### config.mk
export PLATFORM = sky130hd
export DESIGN_NAME = tsv_row_field_tokenizer
export DESIGN_NICKNAME = d
export VERILOG_FILES = /design/src/rtl/tsvft_pkg.sv /design/src/rtl/tsvft_fifo.sv /design/src/rtl/tsvft_front.sv /design/src/rtl/tsvft_back.sv /design/src/rtl/tsv_row_field_tokenizer.sv
export VERILOG_INCLUDE_DIRS = /design/src /design/src/rtl
export SDC_FILE = /design/constraint.sdc
export NUM_CORES = 1
export LEC_CHECK = 0
export BUFFER_PORTS_ARGS = -buffer_cell sky130_fd_sc_hd__clkbuf_2
export CORE_MARGIN = 4
export CORE_UTILIZATION = 45
export DETAILED_ROUTE_END_ITERATION = 12
export PLACE_DENSITY = 0.73
export SYNTH_ARGS = -nofsm -noshare
export SYNTH_HDL_FRONTEND = slang
export SYNTH_SLANG_ARGS = --single-unit
### constraint.sdc
create_clock -name i_clk -period 7.25 [get_ports i_clk]
set_input_delay 0.725 -clock i_clk [delete_from_list [all_inputs] [get_ports i_clk]]
set_output_delay 0.725 -clock i_clk [all_outputs]
set_load 0.1 [all_outputs]
### src/rtl/tsv_row_field_tokenizer_defines.svh
// ----------------------------------------------------------------------------
// tsv_row_field_tokenizer_defines.svh
// Assertion macros for the TSV field tokenizer.
// ----------------------------------------------------------------------------
`ifndef TSV_ROW_FIELD_TOKENIZER_DEFINES_SVH
`define TSV_ROW_FIELD_TOKENIZER_DEFINES_SVH

// same-cycle implication, sampled on i_clk, off during reset
`define TSVFT_ASSERT_NOW(lbl, ante, cons, msg) \
    lbl: assert property (@(posedge i_clk) disable iff (!i_rst_n) (ante) |-> (cons)) \
        else $error(msg);

// next-cycle implication, sampled on i_clk, off during reset
`define TSVFT_ASSERT_NEXT(lbl, ante, cons, msg) \
    lbl: assert property (@(posedge i_clk) disable iff (!i_rst_n) (ante) |=> (cons)) \
        else $error(msg);

`endif

### src/rtl/tsvft_pkg.sv
// ----------------------------------------------------------------------------
// tsvft_pkg
// Shared types and constants of the TSV field tokenizer.
// ----------------------------------------------------------------------------
`default_nettype none

package tsvft_pkg;

    localparam logic [7:0] TAB_BYTE     = 8'd9;
    localparam logic [7:0] NEWLINE_BYTE = 8'd10;

    localparam int ITEM_QUEUE_DEPTH   = 2;
    localparam int RESULT_QUEUE_DEPTH = 2;

    typedef struct packed {
        logic is_tab;
        logic is_nl;
        logic eod;
    } t_item;

    typedef struct packed {
        logic [31:0] row_number;
        logic [7:0]  column_number;
        logic [31:0] field_offset;
        logic [31:0] field_length;
        logic        row_done;
        logic        row_accepted;
        logic [8:0]  columns_per_row;
    } t_result;

    typedef struct packed {
        logic stopped;
        logic header;
    } t_back_status;

endpackage

`default_nettype wire

### src/rtl/tsvft_fifo.sv
// ----------------------------------------------------------------------------
// tsvft_fifo
// Small register queue with push/full and pop/empty sides.
// ----------------------------------------------------------------------------
`default_nettype none

module tsvft_fifo #(
    parameter int WIDTH = 8,
    parameter int DEPTH = 2
) (
    input  wire logic             i_clk,
    input  wire logic             i_rst_n,
    input  wire logic             i_push,
    input  wire logic [WIDTH-1:0] i_data,
    output logic                  o_full,
    input  wire logic             i_pop,
    output logic [WIDTH-1:0]      o_data,
    output logic                  o_empty
);

    localparam int PW = (DEPTH > 1) ? $clog2(DEPTH) : 1;
    localparam int CW = $clog2(DEPTH + 1);

    logic [WIDTH-1:0] r_mem [DEPTH];
    logic [PW-1:0]    r_wr_ptr, n_wr_ptr;
    logic [PW-1:0]    r_rd_ptr, n_rd_ptr;
    logic [CW-1:0]    r_count, n_count;
    logic             w_do_push, w_do_pop;

    assign o_full    = (r_count == CW'(DEPTH));
    assign o_empty   = (r_count == '0);
    assign w_do_push = i_push && !o_full;
    assign w_do_pop  = i_pop && !o_empty;
    assign o_data    = r_mem[r_rd_ptr];

    always_comb begin
        n_wr_ptr = r_wr_ptr;
        n_rd_ptr = r_rd_ptr;
        n_count  = r_count;
        if (w_do_push) begin
            n_wr_ptr = (r_wr_ptr == PW'(DEPTH - 1)) ? '0 : r_wr_ptr + PW'(1);
        end
        if (w_do_pop) begin
            n_rd_ptr = (r_rd_ptr == PW'(DEPTH - 1)) ? '0 : r_rd_ptr + PW'(1);
        end
        if (w_do_push && !w_do_pop) begin
            n_count = r_count + CW'(1);
        end else if (w_do_pop && !w_do_push) begin
            n_count = r_count - CW'(1);
        end
    end

    always_ff @(posedge i_clk) begin
        if (!i_rst_n) begin
            r_wr_ptr <= '0;
            r_rd_ptr <= '0;
            r_count  <= '0;
        end else begin
            r_wr_ptr <= n_wr_ptr;
            r_rd_ptr <= n_rd_ptr;
            r_count  <= n_count;
        end
    end

    always_ff @(posedge i_clk) begin
        if (w_do_push) begin
            r_mem[r_wr_ptr] <= i_data;
        end
    end

endmodule

`default_nettype wire

### src/rtl/tsvft_front.sv
// ----------------------------------------------------------------------------
// tsvft_front
// Byte classifier and item queue feeding the parser.
// ----------------------------------------------------------------------------
`default_nettype none

module tsvft_front (
    input  wire logic           i_clk,
    input  wire logic           i_rst_n,
    input  wire logic           push,
    output logic                full,
    input  wire logic [7:0]     i_data_byte,
    input  wire logic           i_end_of_data,
    output tsvft_pkg::t_item    o_item,
    output logic                o_item_empty,
    input  wire logic           i_item_pop
);

    tsvft_pkg::t_item w_item;
    logic [$bits(tsvft_pkg::t_item)-1:0] w_q_out;

    always_comb begin
        w_item.is_tab = (i_data_byte == tsvft_pkg::TAB_BYTE);
        w_item.is_nl  = (i_data_byte == tsvft_pkg::NEWLINE_BYTE);
        w_item.eod    = i_end_of_data;
    end

    tsvft_fifo #(
        .WIDTH ($bits(tsvft_pkg::t_item)),
        .DEPTH (tsvft_pkg::ITEM_QUEUE_DEPTH)
    ) u_item_q (
        .i_clk   (i_clk),
        .i_rst_n (i_rst_n),
        .i_push  (push),
        .i_data  (w_item),
        .o_full  (full),
        .i_pop   (i_item_pop),
        .o_data  (w_q_out),
        .o_empty (o_item_empty)
    );

    assign o_item = tsvft_pkg::t_item'(w_q_out);

endmodule

`default_nettype wire

### src/rtl/tsvft_back.sv
// ----------------------------------------------------------------------------
// tsvft_back
// Row/column parser and result queue.
// ----------------------------------------------------------------------------
`default_nettype none

module tsvft_back #(
    parameter int MAX_COLUMNS = 256,
    parameter int OFFSET_BITS = 32
) (
    input  wire logic              i_clk,
    input  wire logic              i_rst_n,
    input  wire tsvft_pkg::t_item  i_item,
    input  wire logic              i_item_empty,
    output logic                   o_item_pop,
    output tsvft_pkg::t_result     o_res,
    output logic                   o_res_empty,
    input  wire logic              i_res_pop,
    output tsvft_pkg::t_back_status o_status
);

    localparam int CW = $clog2(MAX_COLUMNS + 1);

    typedef enum logic [2:0] {
        PH_HEADER  = 3'b001,
        PH_BODY    = 3'b010,
        PH_STOPPED = 3'b100
    } t_phase;

    t_phase                 r_phase, n_phase;
    logic [OFFSET_BITS-1:0] r_pos, n_pos;
    logic [OFFSET_BITS-1:0] r_start, n_start;
    logic [CW-1:0]          r_col, n_col;
    logic [CW-1:0]          r_total, n_total;
    logic [31:0]            r_row, n_row;

    logic [OFFSET_BITS-1:0] w_len, w_next, w_emit_len;
    logic [CW:0]            w_col_inc;
    logic                   w_res_full, w_fire, w_emit, w_done, w_acc;
    logic                   w_header, w_running, w_too_many, w_bad_nl;
    tsvft_pkg::t_result     w_res;
    logic [$bits(tsvft_pkg::t_result)-1:0] w_res_q;

    assign w_fire     = !i_item_empty && !w_res_full;
    assign o_item_pop = w_fire;

    assign w_len     = r_pos - r_start;
    assign w_next    = r_pos + OFFSET_BITS'(1);
    assign w_col_inc = {1'b0, r_col} + (CW + 1)'(1);
    assign w_header  = (r_phase == PH_HEADER);
    assign w_running = (r_phase == PH_HEADER) || (r_phase == PH_BODY);

    always_comb begin
        w_too_many = w_header ? (w_col_inc >= (CW + 1)'(MAX_COLUMNS))
                              : (w_col_inc >= {1'b0, r_total});
        w_bad_nl   = ((r_col != '0) && (w_len == '0))
                     || (!w_header && (w_col_inc != {1'b0, r_total}));
    end

    always_comb begin
        n_phase    = r_phase;
        n_pos      = r_pos;
        n_start    = r_start;
        n_col      = r_col;
        n_total    = r_total;
        n_row      = r_row;
        w_emit     = 1'b0;
        w_done     = 1'b0;
        w_acc      = 1'b0;
        w_emit_len = w_len;
        if (w_fire && w_running) begin
            if (i_item.is_tab) begin
                w_emit = 1'b1;
                if (w_too_many || i_item.eod) begin
                    w_done  = 1'b1;
                    n_phase = PH_STOPPED;
                end else begin
                    n_col   = CW'(w_col_inc);
                    n_start = w_next;
                    n_pos   = w_next;
                end
            end else if (i_item.is_nl) begin
                w_emit = 1'b1;
                w_done = 1'b1;
                if (w_bad_nl) begin
                    n_phase = PH_STOPPED;
                end else begin
                    w_acc = 1'b1;
                    if (w_header) begin
                        n_total = CW'(w_col_inc);
                    end
                    n_row   = r_row + 32'd1;
                    n_col   = '0;
                    n_start = w_next;
                    n_pos   = w_next;
                    n_phase = i_item.eod ? PH_STOPPED : PH_BODY;
                end
            end else if (i_item.eod) begin
                w_emit     = 1'b1;
                w_done     = 1'b1;
                w_emit_len = w_len + OFFSET_BITS'(1);
                n_phase    = PH_STOPPED;
            end else begin
                n_pos = w_next;
            end
        end
    end

    // the header's closing newline already reports the learned column count
    always_comb begin
        w_res.row_number      = r_row;
        w_res.column_number   = 8'(r_col);
        w_res.field_offset    = 32'(r_start);
        w_res.field_length    = 32'(w_emit_len);
        w_res.row_done        = w_done;
        w_res.row_accepted    = w_acc;
        w_res.columns_per_row = 9'(n_total);
    end

    always_ff @(posedge i_clk) begin
        if (!i_rst_n) begin
            r_phase <= PH_HEADER;
            r_pos   <= '0;
            r_start <= '0;
            r_col   <= '0;
            r_total <= '0;
            r_row   <= '0;
        end else begin
            case (r_phase)
                PH_HEADER, PH_BODY, PH_STOPPED: begin
                    r_phase <= n_phase;
                end
                default: begin
                    r_phase <= PH_STOPPED;
                end
            endcase
            r_pos   <= n_pos;
            r_start <= n_start;
            r_col   <= n_col;
            r_total <= n_total;
            r_row   <= n_row;
        end
    end

    tsvft_fifo #(
        .WIDTH ($bits(tsvft_pkg::t_result)),
        .DEPTH (tsvft_pkg::RESULT_QUEUE_DEPTH)
    ) u_res_q (
        .i_clk   (i_clk),
        .i_rst_n (i_rst_n),
        .i_push  (w_emit),
        .i_data  (w_res),
        .o_full  (w_res_full),
        .i_pop   (i_res_pop),
        .o_data  (w_res_q),
        .o_empty (o_res_empty)
    );

    assign o_res            = tsvft_pkg::t_result'(w_res_q);
    assign o_status.stopped = !w_running;
    assign o_status.header  = w_header;

endmodule

`default_nettype wire

### src/rtl/tsv_row_field_tokenizer.sv
// Bytes wait in the item queue; field results wait in the result queue that drives the outputs.
// Throughput: one byte per cycle; the parser retires one queued byte each cycle.
// Input stalls (full) only when the result queue backs up into the byte queue.
// Reset (i_rst_n low at a clock edge) empties both queues and returns the parser to the header.
// ----------------------------------------------------------------------------
// tsv_row_field_tokenizer
// TSV field tokenizer: byte classifier front, row/column parser back.
// ----------------------------------------------------------------------------
`default_nettype none

`include "tsv_row_field_tokenizer_defines.svh"

module tsv_row_field_tokenizer #(
    parameter int MAX_COLUMNS = 256,
    parameter int OFFSET_BITS = 32
) (
    input  wire logic        i_clk,
    input  wire logic        i_rst_n,
    input  wire logic        push,
    output logic             full,
    input  wire logic [7:0]  i_data_byte,
    input  wire logic        i_end_of_data,
    output logic             empty,
    input  wire logic        pop,
    output logic [31:0]      o_row_number,
    output logic [7:0]       o_column_number,
    output logic [31:0]      o_field_offset,
    output logic [31:0]      o_field_length,
    output logic             o_row_done,
    output logic             o_row_accepted,
    output logic [8:0]       o_columns_per_row
);

    tsvft_pkg::t_item         w_item;
    logic                     w_item_empty;
    logic                     w_item_pop;
    tsvft_pkg::t_result       w_res;
    tsvft_pkg::t_back_status  w_status;

    tsvft_front u_front (
        .i_clk         (i_clk),
        .i_rst_n       (i_rst_n),
        .push          (push),
        .full          (full),
        .i_data_byte   (i_data_byte),
        .i_end_of_data (i_end_of_data),
        .o_item        (w_item),
        .o_item_empty  (w_item_empty),
        .i_item_pop    (w_item_pop)
    );

    tsvft_back #(
        .MAX_COLUMNS (MAX_COLUMNS),
        .OFFSET_BITS (OFFSET_BITS)
    ) u_back (
        .i_clk        (i_clk),
        .i_rst_n      (i_rst_n),
        .i_item       (w_item),
        .i_item_empty (w_item_empty),
        .o_item_pop   (w_item_pop),
        .o_res        (w_res),
        .o_res_empty  (empty),
        .i_res_pop    (pop),
        .o_status     (w_status)
    );

    assign o_row_number      = w_res.row_number;
    assign o_column_number   = w_res.column_number;
    assign o_field_offset    = w_res.field_offset;
    assign o_field_length    = w_res.field_length;
    assign o_row_done        = w_res.row_done;
    assign o_row_accepted    = w_res.row_accepted;
    assign o_columns_per_row = w_res.columns_per_row;

    `TSVFT_ASSERT_NEXT(a_stop_sticky, w_status.stopped, w_status.stopped, "parser left stopped state")
    `TSVFT_ASSERT_NEXT(a_header_once, !w_status.header, !w_status.header, "parser reentered header")
    `TSVFT_ASSERT_NOW(a_acc_done, !empty && o_row_accepted, o_row_done, "accepted without row done")

endmodule

`default_nettype wire
# Yosys cells after proc, flatten, opt, wreduce, memory -nomap -nowiden
# Memories as Yosys holds them, arrays and structs flattened. A register that Yosys moved wholly into a read port is not among the register bits.
# Cells that the tools add are included.
word_totals:
  reg_bits: 125
  latchBits: 0
  ram_bits: 236
  rom_bits: 0
  output_inout_bits: 117
  wordCells: 143
  n_memories: 2
mem_list:
  columns: ["name", "depth", "word_bits", "read_ports", "rd_clocked_by_memory_dff", "write_ports", "line", "rtl"]
  rows:
  - ["u_back.u_res_q.r_mem", 2, 115, 1, 1, 1, "tsvft_fifo.sv:24", "logic [WIDTH-1:0] r_mem [DEPTH];"]
  - ["u_front.u_item_q.r_mem", 2, 3, 1, 1, 1, "tsvft_fifo.sv:24", null]
op_classes:
  addsub: 13
  mul: 0
  div: 0
  n_lt_le_gt_ge: 2
  eq_ne: 16
  shifts: 0
  muxes: 56
  bitwise_logic: 2
  reduce_logical: 39
op_table:
  columns: ["operator", "count"]
  rows:
  - ["two-way mux 32 bit", 11]
  - ["adder 32 x 1 -> 32 bit, second input constant", 3]
  - ["two-way mux 9 bit", 9]
  - ["logical NOT 32 bit", 1]
  - ["subtractor 32 bit", 1]
  - ["two-way mux 1 bit", 24]
  - ["two-way mux 3 bit", 8]
  - ["equality test 8 x 4 -> 1 bit, second input constant", 2]
  - ["logical AND 1 bit", 12]
  - ["AND reduction 4 bit", 3]
  - ["adder 9 x 1 -> 10 bit, second input constant", 1]
  - ["greater-or-equal comparator 10 x 9 -> 1 bit", 1]
  - ["greater-or-equal comparator 10 x 9 -> 1 bit, second input constant", 1]
  - ["!= test 10 x 9 -> 1 bit", 1]
  - ["logical NOT 1 bit", 9]
  - ["nonzero test 9 bit", 1]
  - ["two-way mux 2 bit", 4]
  - ["AND reduction 3 bit", 2]
  - ["nonzero test 2 bit", 3]
  - ["adder 1 bit, second input constant", 4]
  - ["adder 2 x 1 -> 2 bit, second input constant", 2]
  - ["equality test 2 bit, second input constant", 2]
  - ["logical NOT 2 bit", 2]
  - ["!= test 2 x 1 -> 1 bit, second input constant", 2]
  - ["14 further kinds", 19]

# Logic depth before layout (Yosys ltp)
# Gate-level depths: netlist of the first run.
logic_depth:
  ltp_word: 10
  depth_mapped: 17
  mapped_depth_nobuf: 14

# Cells and area by module
# Synthesis of the first run repeated with hierarchy kept, for this count alone.
hier_totals:
  cells_unflattened: 1605
  area_unflattened_um2: 18118.6
modules_own_cells:
  columns: ["mod", "instances", "cells_per_inst", "area_per_inst_um2"]
  rows:
  - ["tsvft_back", 1, 1182, 8896.0]
  - ["tsvft_fifo (u_back.u_res_q)", 1, 383, 8732.1]
  - ["tsvft_fifo (u_front.u_item_q)", 1, 35, 441.7]
  - ["tsvft_front", 1, 5, 48.8]

# Worst setup path after synthesis of the first run
# Ideal clock, no wire load.
synth_timing:
  path_type: "reg-to-reg"
  from: "reg u_back.r_phase[0]"
  to: "mem u_back.u_res_q.r_mem[0][0] (netlist bit), enable pin"
  setup_ns: 0.592
  arrival_ns: 5.764
  setup_slack_ns: 0.894
  stages_incl_launch_ff: 6
  n_path_buf: 0
  path_cell_list: "dfxtp_1 nand2b_1 a21o_1 nor2_1 nand2_1 nor2_1"
synth_via:
  elab_chain_len: 7
  elab_cells_between_ends: 8
  classes_between: "eq/ne (2); mux (3); reduce/logical (3)"
synth_rtl:
  columns: ["element", "line", "rtl"]
  rows:
  - ["from (decl)", "tsvft_back.sv:30", "t_phase r_phase, n_phase;"]
  - ["from (signal assigned)", "tsvft_back.sv:131", "r_phase <= n_phase;"]
  - ["equality test 3 x 1 -> 1 bit / equality test 3 x 2 -> 1 bit (equally long branches)", "tsvft_back.sv:51", "assign w_running = (r_phase == PH_HEADER) || (r_phase == PH_BODY);"]
  - ["logical OR 1 bit *", "tsvft_back.sv:51", null]
  - ["logical AND 1 bit *", "tsvft_back.sv:71", "if (w_fire && w_running) begin"]
  - ["two-way mux 1 bit *", "tsvft_back.sv:71", null]
  - ["logical AND 1 bit *", "tsvft_fifo.sv:32", "assign w_do_push = i_push && !o_full;"]
  - ["two-way mux 1 bit *", "tsvft_fifo.sv:66", "if (w_do_push) begin"]
  - ["two-way mux 1 bit (not written as such) *", "tsvft_fifo.sv:67", "r_mem[r_wr_ptr] <= i_data;"]
  - ["to (decl)", "tsvft_fifo.sv:24", null]
# Mark *: on every way between the ends. The rest lies on a longest branch, timed or not.

# Worst setup path after layout of the first run
layout_timing:
  from: "reg u_back.r_pos[0]"
  to: "reg u_back.r_start[11]"
layout_via:
  elab_chain_len: 6
  elab_cells_between_ends: 11
  classes_between: "add/sub (2); eq/ne (1); mux (4); reduce/logical (4)"
layout_rtl:
  columns: ["element", "line", "rtl"]
  rows:
  - ["from (decl)", "tsvft_back.sv:31", "logic [OFFSET_BITS-1:0] r_pos, n_pos;"]
  - ["from (signal assigned)", "tsvft_back.sv:137", "r_pos <= n_pos;"]
  - ["subtractor 32 bit", "tsvft_back.sv:47", "assign w_len = r_pos - r_start;"]
  - ["logical NOT 32 bit", "tsvft_back.sv:56", "w_bad_nl = ((r_col != '0) && (w_len == '0))"]
  - ["logical AND 1 bit", "tsvft_back.sv:56", null]
  - ["logical OR 1 bit", "tsvft_back.sv:57", "|| (!w_header && (w_col_inc != {1'b0, r_total}));"]
  - ["!= test 2 x 1 -> 1 bit (no line)", null, null]
  - ["AND reduction 4 bit (no line)", null, null]
  - ["to (signal assigned)", "tsvft_back.sv:138", "r_start <= n_start;"]
  - ["to (decl)", "tsvft_back.sv:32", "logic [OFFSET_BITS-1:0] r_start, n_start;"]
# Parallel ways exist; a longest one is shown, timed or not. The select of a mux whose other input is x is not followed.
# A chain may end at the register's enable or synchronous reset.

==> results of run 1 <==
==> cells in the final DEF (no fill, tap or decap), types with 21 or more instances in the layout <==
| cell type | count |
|---|---|
| dfxtp_1 | 126 |
| mux2_2 | 117 |
| nand2_1 | 105 |
| clkbuf_2 | 129 |
| ha_1 | 49 |
| nor2_1 | 124 |
| o21ai_0 | 48 |
| or3_1 | 28 |
| nor3_1 | 25 |
| edfxtp_1 | 236 |
| a211oi_1 | 36 |
| and2_1 | 25 |
| inv_1 | 66 |
| clkbuf_16 | 40 |
| xnor2_1 | 69 |
| and3_1 | 21 |
| nand3_1 | 51 |
| xor2_1 | 42 |
| a21oi_1 | 83 |
| nand4_1 | 35 |
==> Yosys cell counts (14+ instances only) <==
cell,number,area share (%)
nor4_1,17,0.59
edfxtp_1,236,40
clkbuf_1,45,0.94
and2_1,25,0.87
nand3_1,51,1.4
a211oi_1,36,1.5
o31ai_1,14,0.59
buf_2,14,0.39
nand2_1,105,2.2
nor2_1,126,2.6
a21oi_1,83,2.3
and3_1,21,0.73
xnor2_1,69,3.4
dfxtp_1,127,14
mux2_2,117,7.3
o21ai_0,48,1.3
nand2b_1,20,0.70
or4_1,16,0.67
nor3_1,25,0.70
o21ai_1,20,0.56
or3_1,28,0.98
xor2_1,42,2.1
inv_1,67,1.4
ha_1,49,3.4
nand4_1,35,1.2
==> worst max-delay path, delay by kind of cell (launching register included) <==
kind                     cells  cell delay (ns)
AO/OA/AOI/OAI                5             2.00
flip-flops                   1             0.38
AND/OR/NAND/NOR              6             1.87
buffers and inverters        1             0.10
adder cells (fa/ha/maj)      2             0.60
==> per-layer routing <==
| metal | up-vias | global-route usage (%) |
|---|---|---|
| li1 | 6164 | - |
| met1 | 6321 | 26.2 |
| met2 | 382 | 31.0 |
| met3 | 67 | 2.98 |
| met4 | 0 | 5.35 |
| met5 | - | 0 |
==> worst max path at each step <==
| stage | start | endpoint | slack, ns | cells past startpoint |
|---|---|---|---|---|
| 2_1_floorplan | u_back.r_phase[0] | u_back.u_res_q.r_mem[0][0] | 0.89 | 5 |
| 5_1_grt | u_back.r_start[14] | u_back.r_start[3] | 1.88 | 13 |
| 3_3_place_gp | u_back.r_pos[0] | u_back.r_start[4] | 2.36 | 14 |
| 3_5_place_dp | u_back.r_pos[0] | u_back.r_start[27] | 2.23 | 14 |
| 4_1_cts | u_back.r_pos[0] | u_back.r_start[11] | 2.20 | 14 |
| 6_report | u_back.r_pos[0] | u_back.r_start[11] | 2.19 | 14 |
==> flip-flops by register name, summed over array words and instances, names as in the netlist, named ones only <==
| signal | flops |
|---|---|
| u_back.u_res_q.r_mem | 230 |
| u_back.r_pos | 32 |
| u_back.r_row | 32 |
| u_back.r_start | 32 |
| u_back.r_col | 9 |
| u_back.r_total | 9 |
| u_front.u_item_q.r_mem | 6 |
| u_back.r_phase | 3 |
| u_back.u_res_q.r_count | 2 |
| u_front.u_item_q.r_count | 2 |
| u_back.u_res_q.r_rd_ptr | 1 |
| u_back.u_res_q.r_wr_ptr | 1 |
| u_front.u_item_q.r_rd_ptr | 1 |
| u_front.u_item_q.r_wr_ptr | 1 |
==> cell type report <==
class                      instances  share of cell area, %
sequential                       363                   47.1
multi-input combinational       1104                   37.7
clock buffer                      43                   4.95
timing repair buffer             138                   3.48
tap                              518                   3.17
clock inverter                    31                   2.34
inverter                          68                   1.25
==> metrics by stage <==
step / instance area (sq um) / cells / hold WS [ns]
3_5_place_dp: 19000 / 2191 / 0.449
6_report: 20500 / 2265 / 0.373
4_1_cts: 20500 / 2265 / 0.347
5_1_grt: 20500 / 2265 / 0.355
2_1_floorplan: 17900 / 1607 / 0.426
3_3_place_gp: 19000 / 2191 / 0.434
==> logic make-up (layout without fill, tap and decap cells) <==
group / after synthesis / count (layout)
compound gates: 291 / 291
xor+xnor: 111 / 111
flops: 363 / 363
mux: 138 / 138
buf+inv: 140 / 280
fa+ha+maj: 50 / 50
simple gates: 514 / 514
==> summary.json, run 1 <==
{
  "worst_setup_path": {
    "timing.reg2reg.setup_slack_ns": 2.19,
    "crit-reg2reg-launch": "u_back.r_pos[0]",
    "critical_path.cell_chain": "inv_1, ha_1, fa_1, nand2b_1, a21o_1, a2111oi_2, nand2b_1, a31oi_1, or3_1, or4_4, or3_4, a21oi_4, nor2_1, a211oi_1",
    "critical_path.reg2reg.endpoint": "u_back.r_start[11]",
    "critical_path.endpoint_type": "register",
    "timing.critical_path.arrival_ns": 5.53,
    "crit_fanout": 40,
    "kind_of_start_point_of_the_critical_path": "register",
    "required_ns": 7.72,
    "slowest_stage": "a21oi_4",
    "worst-r2r-cell-count": 14,
    "critical-path-top-cell-by-count": "nand2b_1",
    "critPathKind": "reg -> reg",
    "worst_path_largest_cell_delay_ns": 0.87
  },
  "placed_design": {
    "globalplace.congestion": 0.899,
    "preCtsSetupSlack_ns": 2.23,
    "dp_hpwl_um": 28600,
    "buffer_ports.inserted": 129
  },
  "timing": {
    "drv_slew": 0,
    "timing.final.crit_share_pct": 69.8,
    "fin_worst_skew_ns": 0.0196,
    "finalCriticalPeriod_ns": 5.06,
    "timing_hold_violations_final": 0,
    "achievable_clock_frequency_mhz": 198,
    "postLayoutSetupSlackWorst_ns": 2.19,
    "grt_setup_unrepaired": "no",
    "tightestPinTransition_ns": 1.23,
    "timing.final.setup_violations": 0,
    "timing.setup.tns_ns": 0,
    "relSlewSlack_pct": 17.6
  },
  "global_routing": {
    "grt_start_max_net_pins": 71,
    "grt_antenna_before_repair": 0,
    "globalRouteOverflowTotal": 0,
    "grt_pass1_vias": 12700,
    "grt_usage_pct": 18.9,
    "global_route_wire_length_before_repair_um": 67500
  },
  "yosys": {
    "synth_compound_gate_area_share_pct": 10.7,
    "simple_gate_portion_of_the_synthesized_area_pct": 14.8,
    "synth-adder-area-share_pct": 3.53,
    "synthesis.area_sq_mm": 0.0179,
    "yosysWarnings": 0,
    "synth_seq_area_share_pct": 53.7,
    "async_flop_share_pct": 0,
    "post_synth_xor_area_fraction_pct": 5.42,
    "synth_cells": 1607,
    "synth_nets": 1670,
    "post_synth.cell_area_avg_sq_um": 11.2,
    "postSynthRegisterBits": 363,
    "ys_dominant_reg_cell": "edfxtp_1",
    "synth-edff-count": 236,
    "largest_family_of_logic_cells_by_synthesized_area": "simple AND/OR/NAND/NOR gates",
    "synth.mux.area_fraction_pct": 8.58,
    "yosys.cell_types.count": 82
  },
  "layout": {
    "multi_input_comb_area_sq_mm": 0.00773,
    "insertedDiodeCount": 0,
    "layout_filler_cell_count": 3370,
    "seqCellArea_sq_mm": 0.00963,
    "layout-area-overhead-vs-synth_pct": 14.1,
    "finalCoreUtilization_pct": 52.5,
    "design.final.nets": 1778,
    "layout-drive-gt1-share_pct": 20.2
  },
  "route": {
    "vias": 12900,
    "route.final.wire_length_um": 41800,
    "wire_length_the_detailed_router_placed_on_met1_um": 18800,
    "route.antenna.remaining_nets": 0,
    "top_layer_used": "met4",
    "detail_route.first_pass.iterations": 5,
    "detail_route.drc_violations": 0,
    "route.detailed.wl_per_inst_um": 18.4,
    "routed-wl-met2_um": 19800,
    "met3RoutedLength_um": 2280,
    "initialDrtViolationCount": 1051,
    "routed_via_density": 5.71
  },
  "clocking": {
    "cts_post_setup_buffers_inserted": 0,
    "tritoncts_num_sinks": 363,
    "cts.repair.resized": 0,
    "clock_path_buffers": 3,
    "hold_buffers": 0,
    "clk_latency_ns": 0.57,
    "tritoncts": "yes",
    "worst_setup_hold_path_clk_slew_ns": 0.06,
    "cts.htree.levels": 2,
    "root_buffer": "clkbuf_16",
    "cts_inserted_buffers": 40
  },
  "floorplan": {
    "die_height_um": 208,
    "effective_utilization_at_floorplan_pct": 46.0,
    "die_area_sq_mm": 0.0431,
    "placement_rows": 72,
    "placeableCoreArea_sq_mm": 0.0390,
    "design.portCount": 130,
    "die_w_um": 208
  },
  "min_path": {
    "timing.hold.worst.class": "in -> reg",
    "worst_hold_startpoint": "i_end_of_data",
    "worst_hold_path_ep": "u_front.u_item_q.r_mem[0][0]",
    "timing.hold.worst_path_depth": 1
  },
  "run": {
    "maxCapViolations": 0
  },
  "run_status": {
    "outcome": "complete, no violations"
  }
}
Power of run 1 is not shown: default switching activity piles up to over one toggle a cycle in this logic, so the estimate is an artifact.
==> run 2: changes to the inputs <==
clock period = 5.19 ns   (was 7.25 ns; I/O delays follow)
==> summary.json, run 2 (synthesized netlist as in run 1, its figures left out) <==
{
  "min_path": {
    "worst_hold_startpoint": "i_end_of_data",
    "timing.hold.worst.class": "in -> reg",
    "worst_hold_path_ep": "u_front.u_item_q.r_mem[1][0]",
    "timing.hold.worst_path_depth": 1
  },
  "clocking": {
    "worst_setup_hold_path_clk_slew_ns": 0.06,
    "clock_path_buffers": 3,
    "clk_latency_ns": 0.55,
    "tritoncts_num_sinks": 363,
    "cts.repair.resized": 0,
    "tritoncts": "yes",
    "hold_buffers": 0,
    "cts_post_setup_buffers_inserted": 0,
    "cts_inserted_buffers": 40,
    "root_buffer": "clkbuf_16",
    "cts.htree.levels": 2
  },
  "floorplan": {
    "placement_rows": 72,
    "die_w_um": 208,
    "effective_utilization_at_floorplan_pct": 46.0,
    "design.portCount": 130,
    "die_area_sq_mm": 0.0431,
    "placeableCoreArea_sq_mm": 0.0390,
    "die_height_um": 208
  },
  "global_routing": {
    "grt_pass1_vias": 12800,
    "grt_start_max_net_pins": 81,
    "grt_antenna_before_repair": 0,
    "globalRouteOverflowTotal": 0,
    "global_route_wire_length_before_repair_um": 67300,
    "grt_usage_pct": 18.7
  },
  "timing": {
    "achievable_clock_frequency_mhz": 212,
    "timing.final.crit_share_pct": 90.8,
    "grt_setup_unrepaired": "no",
    "timing.final.setup_violations": 0,
    "tightestPinTransition_ns": 1.15,
    "relSlewSlack_pct": 23.2,
    "timing.setup.tns_ns": 0,
    "fin_worst_skew_ns": 0.0195,
    "finalCriticalPeriod_ns": 4.71,
    "timing_hold_violations_final": 0,
    "drv_slew": 0,
    "postLayoutSetupSlackWorst_ns": 0.477
  },
  "route": {
    "route.final.wire_length_um": 41800,
    "routed_via_density": 5.64,
    "detail_route.first_pass.iterations": 5,
    "route.antenna.remaining_nets": 0,
    "initialDrtViolationCount": 944,
    "vias": 12800,
    "detail_route.drc_violations": 0,
    "route.detailed.wl_per_inst_um": 18.4
  },
  "run": {
    "maxCapViolations": 0
  },
  "layout": {
    "mostFrequentLayoutCell": "edfxtp_1",
    "insertedDiodeCount": 0,
    "design.final.nets": 1786,
    "largest_register_ff_count": 230,
    "registers.top_by_ff_count": "u_back.u_res_q.r_mem",
    "layout-drive-gt1-share_pct": 20.5,
    "layout-area-overhead-vs-synth_pct": 13.9,
    "layout_common_cells": "edfxtp_1 (236), clkbuf_2 (129), dfxtp_1 (126), nor2_1 (124), mux2_2 (117)"
  },
  "worst_setup_path": {
    "timing.reg2reg.setup_slack_ns": 0.48,
    "worst-r2r-cell-count": 14,
    "crit_fanout": 9,
    "timing.critical_path.arrival_ns": 5.14,
    "critPathKind": "reg -> reg",
    "critical_path.endpoint_type": "register",
    "required_ns": 5.62,
    "kind_of_start_point_of_the_critical_path": "register",
    "critical_path.reg2reg.endpoint": "u_back.r_total[0]",
    "crit-reg2reg-launch": "u_back.r_pos[0]"
  },
  "placed_design": {
    "preCtsSetupSlack_ns": 0.523,
    "buffer_ports.inserted": 129,
    "dp_hpwl_um": 28900,
    "globalplace.congestion": 0.889
  },
  "run_status": {
    "outcome": "complete, no violations"
  }
}
-- run 2: metrics by stage --
stage | instance area (sq um) | cells | utilization [%] | hold WS [ns]
2_1_floorplan | 17900 | 1607 | - | 0.426
3_3_place_gp | 19100 | 2199 | 48.9 | 0.433
3_5_place_dp | 19100 | 2199 | 48.9 | 0.448
4_1_cts | 20400 | 2273 | 52.4 | 0.161
5_1_grt | 20400 | 2273 | 52.4 | 0.170
6_report | 20400 | 2273 | 52.4 | 0.197
-- run 2: metal layers --
metal | share of wire [%] | global-route usage, %
met3 | 5.5 | 3.17
met4 | 2.6 | 4.98
met5 | 0 | 0
met1 | 45 | 25.1
met2 | 47 | 31.7
-- run 2: worst max-delay path by stage --
stage / startpoint / end / slack, ns / cells past startpoint
2_1_floorplan: u_back.r_phase[0] / u_back.u_res_q.r_mem[0][0] / 0.77 / 5
5_1_grt: u_back.r_pos[0] / u_back.r_total[5] / 0.26 / 14
3_3_place_gp: u_back.r_pos[0] / u_back.r_total[7] / 0.63 / 14
6_report: u_back.r_pos[0] / u_back.r_total[0] / 0.48 / 14
3_5_place_dp: u_back.r_pos[0] / u_back.r_total[0] / 0.52 / 14
4_1_cts: u_back.r_pos[0] / u_back.r_total[0] / 0.53 / 14
-- run 2: cell type report --
cell class / count / area (sq um)
clock buffer: 49 / 1100
sequential: 363 / 9630
fill: 3377 / 18600
clock inverter: 25 / 269
tap: 518 / 648
inverter: 68 / 255
multi-input combinational: 1104 / 7730
timing repair buffer: 146 / 798
-- run 2: worst max-delay path: stages (launching register included) --
cell and delay (ns):
dfxtp_1 0.39, inv_1 0.11, ha_1 0.20, fa_1 0.40, nand2b_1 0.19, a21o_1 0.21, a2111oi_2 0.56, nand2b_1 0.26
a31oi_1 0.10, or3_1 0.30, or4_4 0.47, nor3_2 0.37, or4_1 0.45, mux2_1 0.41, and2_1 0.16
Power of run 2 is left out for the same reason.
==> run 3: changes to the inputs <==
CTS_BUF_LIST = sky130_fd_sc_hd__clkbuf_8   (was not set)
==> summary.json, run 3 (synthesized netlist as in run 1, its figures left out) <==
{
  "worst_setup_path": {
    "critPathKind": "reg -> reg",
    "crit-reg2reg-launch": "u_back.r_pos[0]",
    "worst-r2r-cell-count": 14,
    "crit_fanout": 9,
    "critical_path.endpoint_type": "register",
    "critical_path.reg2reg.endpoint": "u_back.r_total[4]",
    "timing.reg2reg.setup_slack_ns": 0.49,
    "timing.critical_path.arrival_ns": 5.26,
    "required_ns": 5.75,
    "kind_of_start_point_of_the_critical_path": "register"
  },
  "placed_design": {
    "buffer_ports.inserted": 129,
    "dp_hpwl_um": 28900,
    "globalplace.congestion": 0.889,
    "preCtsSetupSlack_ns": 0.523
  },
  "floorplan": {
    "design.portCount": 130,
    "die_w_um": 208,
    "placeableCoreArea_sq_mm": 0.0390,
    "die_area_sq_mm": 0.0431,
    "die_height_um": 208,
    "effective_utilization_at_floorplan_pct": 46.0,
    "placement_rows": 72
  },
  "timing": {
    "postLayoutSetupSlackWorst_ns": 0.489,
    "timing_hold_violations_final": 0,
    "timing.final.crit_share_pct": 90.6,
    "relSlewSlack_pct": 23.5,
    "tightestPinTransition_ns": 1.15,
    "drv_slew": 0,
    "timing.setup.tns_ns": 0,
    "timing.final.setup_violations": 0,
    "achievable_clock_frequency_mhz": 213,
    "fin_worst_skew_ns": 0.0336,
    "finalCriticalPeriod_ns": 4.70,
    "grt_setup_unrepaired": "no"
  },
  "layout": {
    "registers.top_by_ff_count": "u_back.u_res_q.r_mem",
    "mostFrequentLayoutCell": "edfxtp_1",
    "layout-drive-gt1-share_pct": 21.7,
    "design.final.nets": 1805,
    "largest_register_ff_count": 230,
    "insertedDiodeCount": 0,
    "finalCoreUtilization_pct": 52.1,
    "layout_common_cells": "edfxtp_1 (236), clkbuf_2 (129), dfxtp_1 (126), nor2_1 (124), mux2_2 (117)",
    "layout-area-overhead-vs-synth_pct": 13.4
  },
  "route": {
    "detail_route.drc_violations": 0,
    "vias": 12900,
    "detail_route.first_pass.iterations": 5,
    "route.detailed.wl_per_inst_um": 18.2,
    "route.antenna.remaining_nets": 0,
    "initialDrtViolationCount": 936,
    "routed_via_density": 5.58,
    "route.final.wire_length_um": 41900
  },
  "clocking": {
    "tritoncts_num_sinks": 363,
    "worst_setup_hold_path_clk_slew_ns": 0.06,
    "clk_latency_ns": 0.67,
    "cts_inserted_buffers": 59,
    "clock_path_buffers": 3,
    "hold_buffers": 0,
    "root_buffer": "clkbuf_8",
    "cts_post_setup_buffers_inserted": 0,
    "cts.htree.levels": 2,
    "tritoncts": "yes",
    "cts.repair.resized": 0
  },
  "global_routing": {
    "grt_usage_pct": 18.9,
    "grt_pass1_vias": 12900,
    "globalRouteOverflowTotal": 0,
    "global_route_wire_length_before_repair_um": 67600,
    "grt_antenna_before_repair": 0,
    "grt_start_max_net_pins": 81
  },
  "min_path": {
    "worst_hold_path_ep": "u_front.u_item_q.r_mem[0][0]",
    "timing.hold.worst_path_depth": 1,
    "worst_hold_startpoint": "i_end_of_data",
    "timing.hold.worst.class": "in -> reg"
  },
  "run": {
    "maxCapViolations": 0
  },
  "run_status": {
    "outcome": "complete, no violations"
  }
}
## run 3: cell type report
| cell class | count | area (sq um) |
|---|---|---|
| fill | 3424 | 18700 |
| sequential | 363 | 9630 |
| multi-input combinational | 1104 | 7730 |
| clock buffer | 67 | 922 |
| timing repair buffer | 146 | 798 |
| tap | 518 | 648 |
| clock inverter | 44 | 349 |
| inverter | 68 | 255 |
## run 3: metal layers
metal,up-vias,share of wire [%],track usage (%)
met4,0,2.2,4.73
met5,-,0,0
met3,77,5.8,3.93
met1,6216,45,25.4
met2,384,47,31.7
li1,6223,-,-
## run 3: worst max-delay path by stage
stage,to,slack (ns),startpoint,depth (start not counted)
global placement,u_back.r_total[7],0.63,u_back.r_pos[0],14
CTS,u_back.r_total[4],0.56,u_back.r_pos[0],14
global route,u_back.r_start[17],0.26,u_back.r_pos[0],15
finish,u_back.r_total[4],0.49,u_back.r_pos[0],14
floorplan,u_back.u_res_q.r_mem[0][0],0.77,u_back.r_phase[0],5
detailed placement,u_back.r_total[0],0.52,u_back.r_pos[0],14
## run 3: through the flow
stage | hold WS (ns) | instance area (sq um) | cells
global route | 0.0109 | 20300 | 2310
floorplan | 0.426 | 17900 | 1607
CTS | 0.00649 | 20300 | 2310
detailed placement | 0.448 | 19100 | 2199
global placement | 0.433 | 19100 | 2199
finish | 0.0490 | 20300 | 2310
## run 3: critical path: stages, from the launching register on
cell       delay [ns]
dfxtp_1          0.39
inv_1            0.11
ha_1             0.20
fa_1             0.40
nand2b_1         0.19
a21o_1           0.21
a2111oi_2        0.56
nand2b_1         0.26
a31oi_1          0.10
or3_1            0.30
or4_4            0.47
nor3_2           0.37
or4_1            0.45
mux2_1           0.41
and2_1           0.16
Power of run 3 is left out for the same reason.
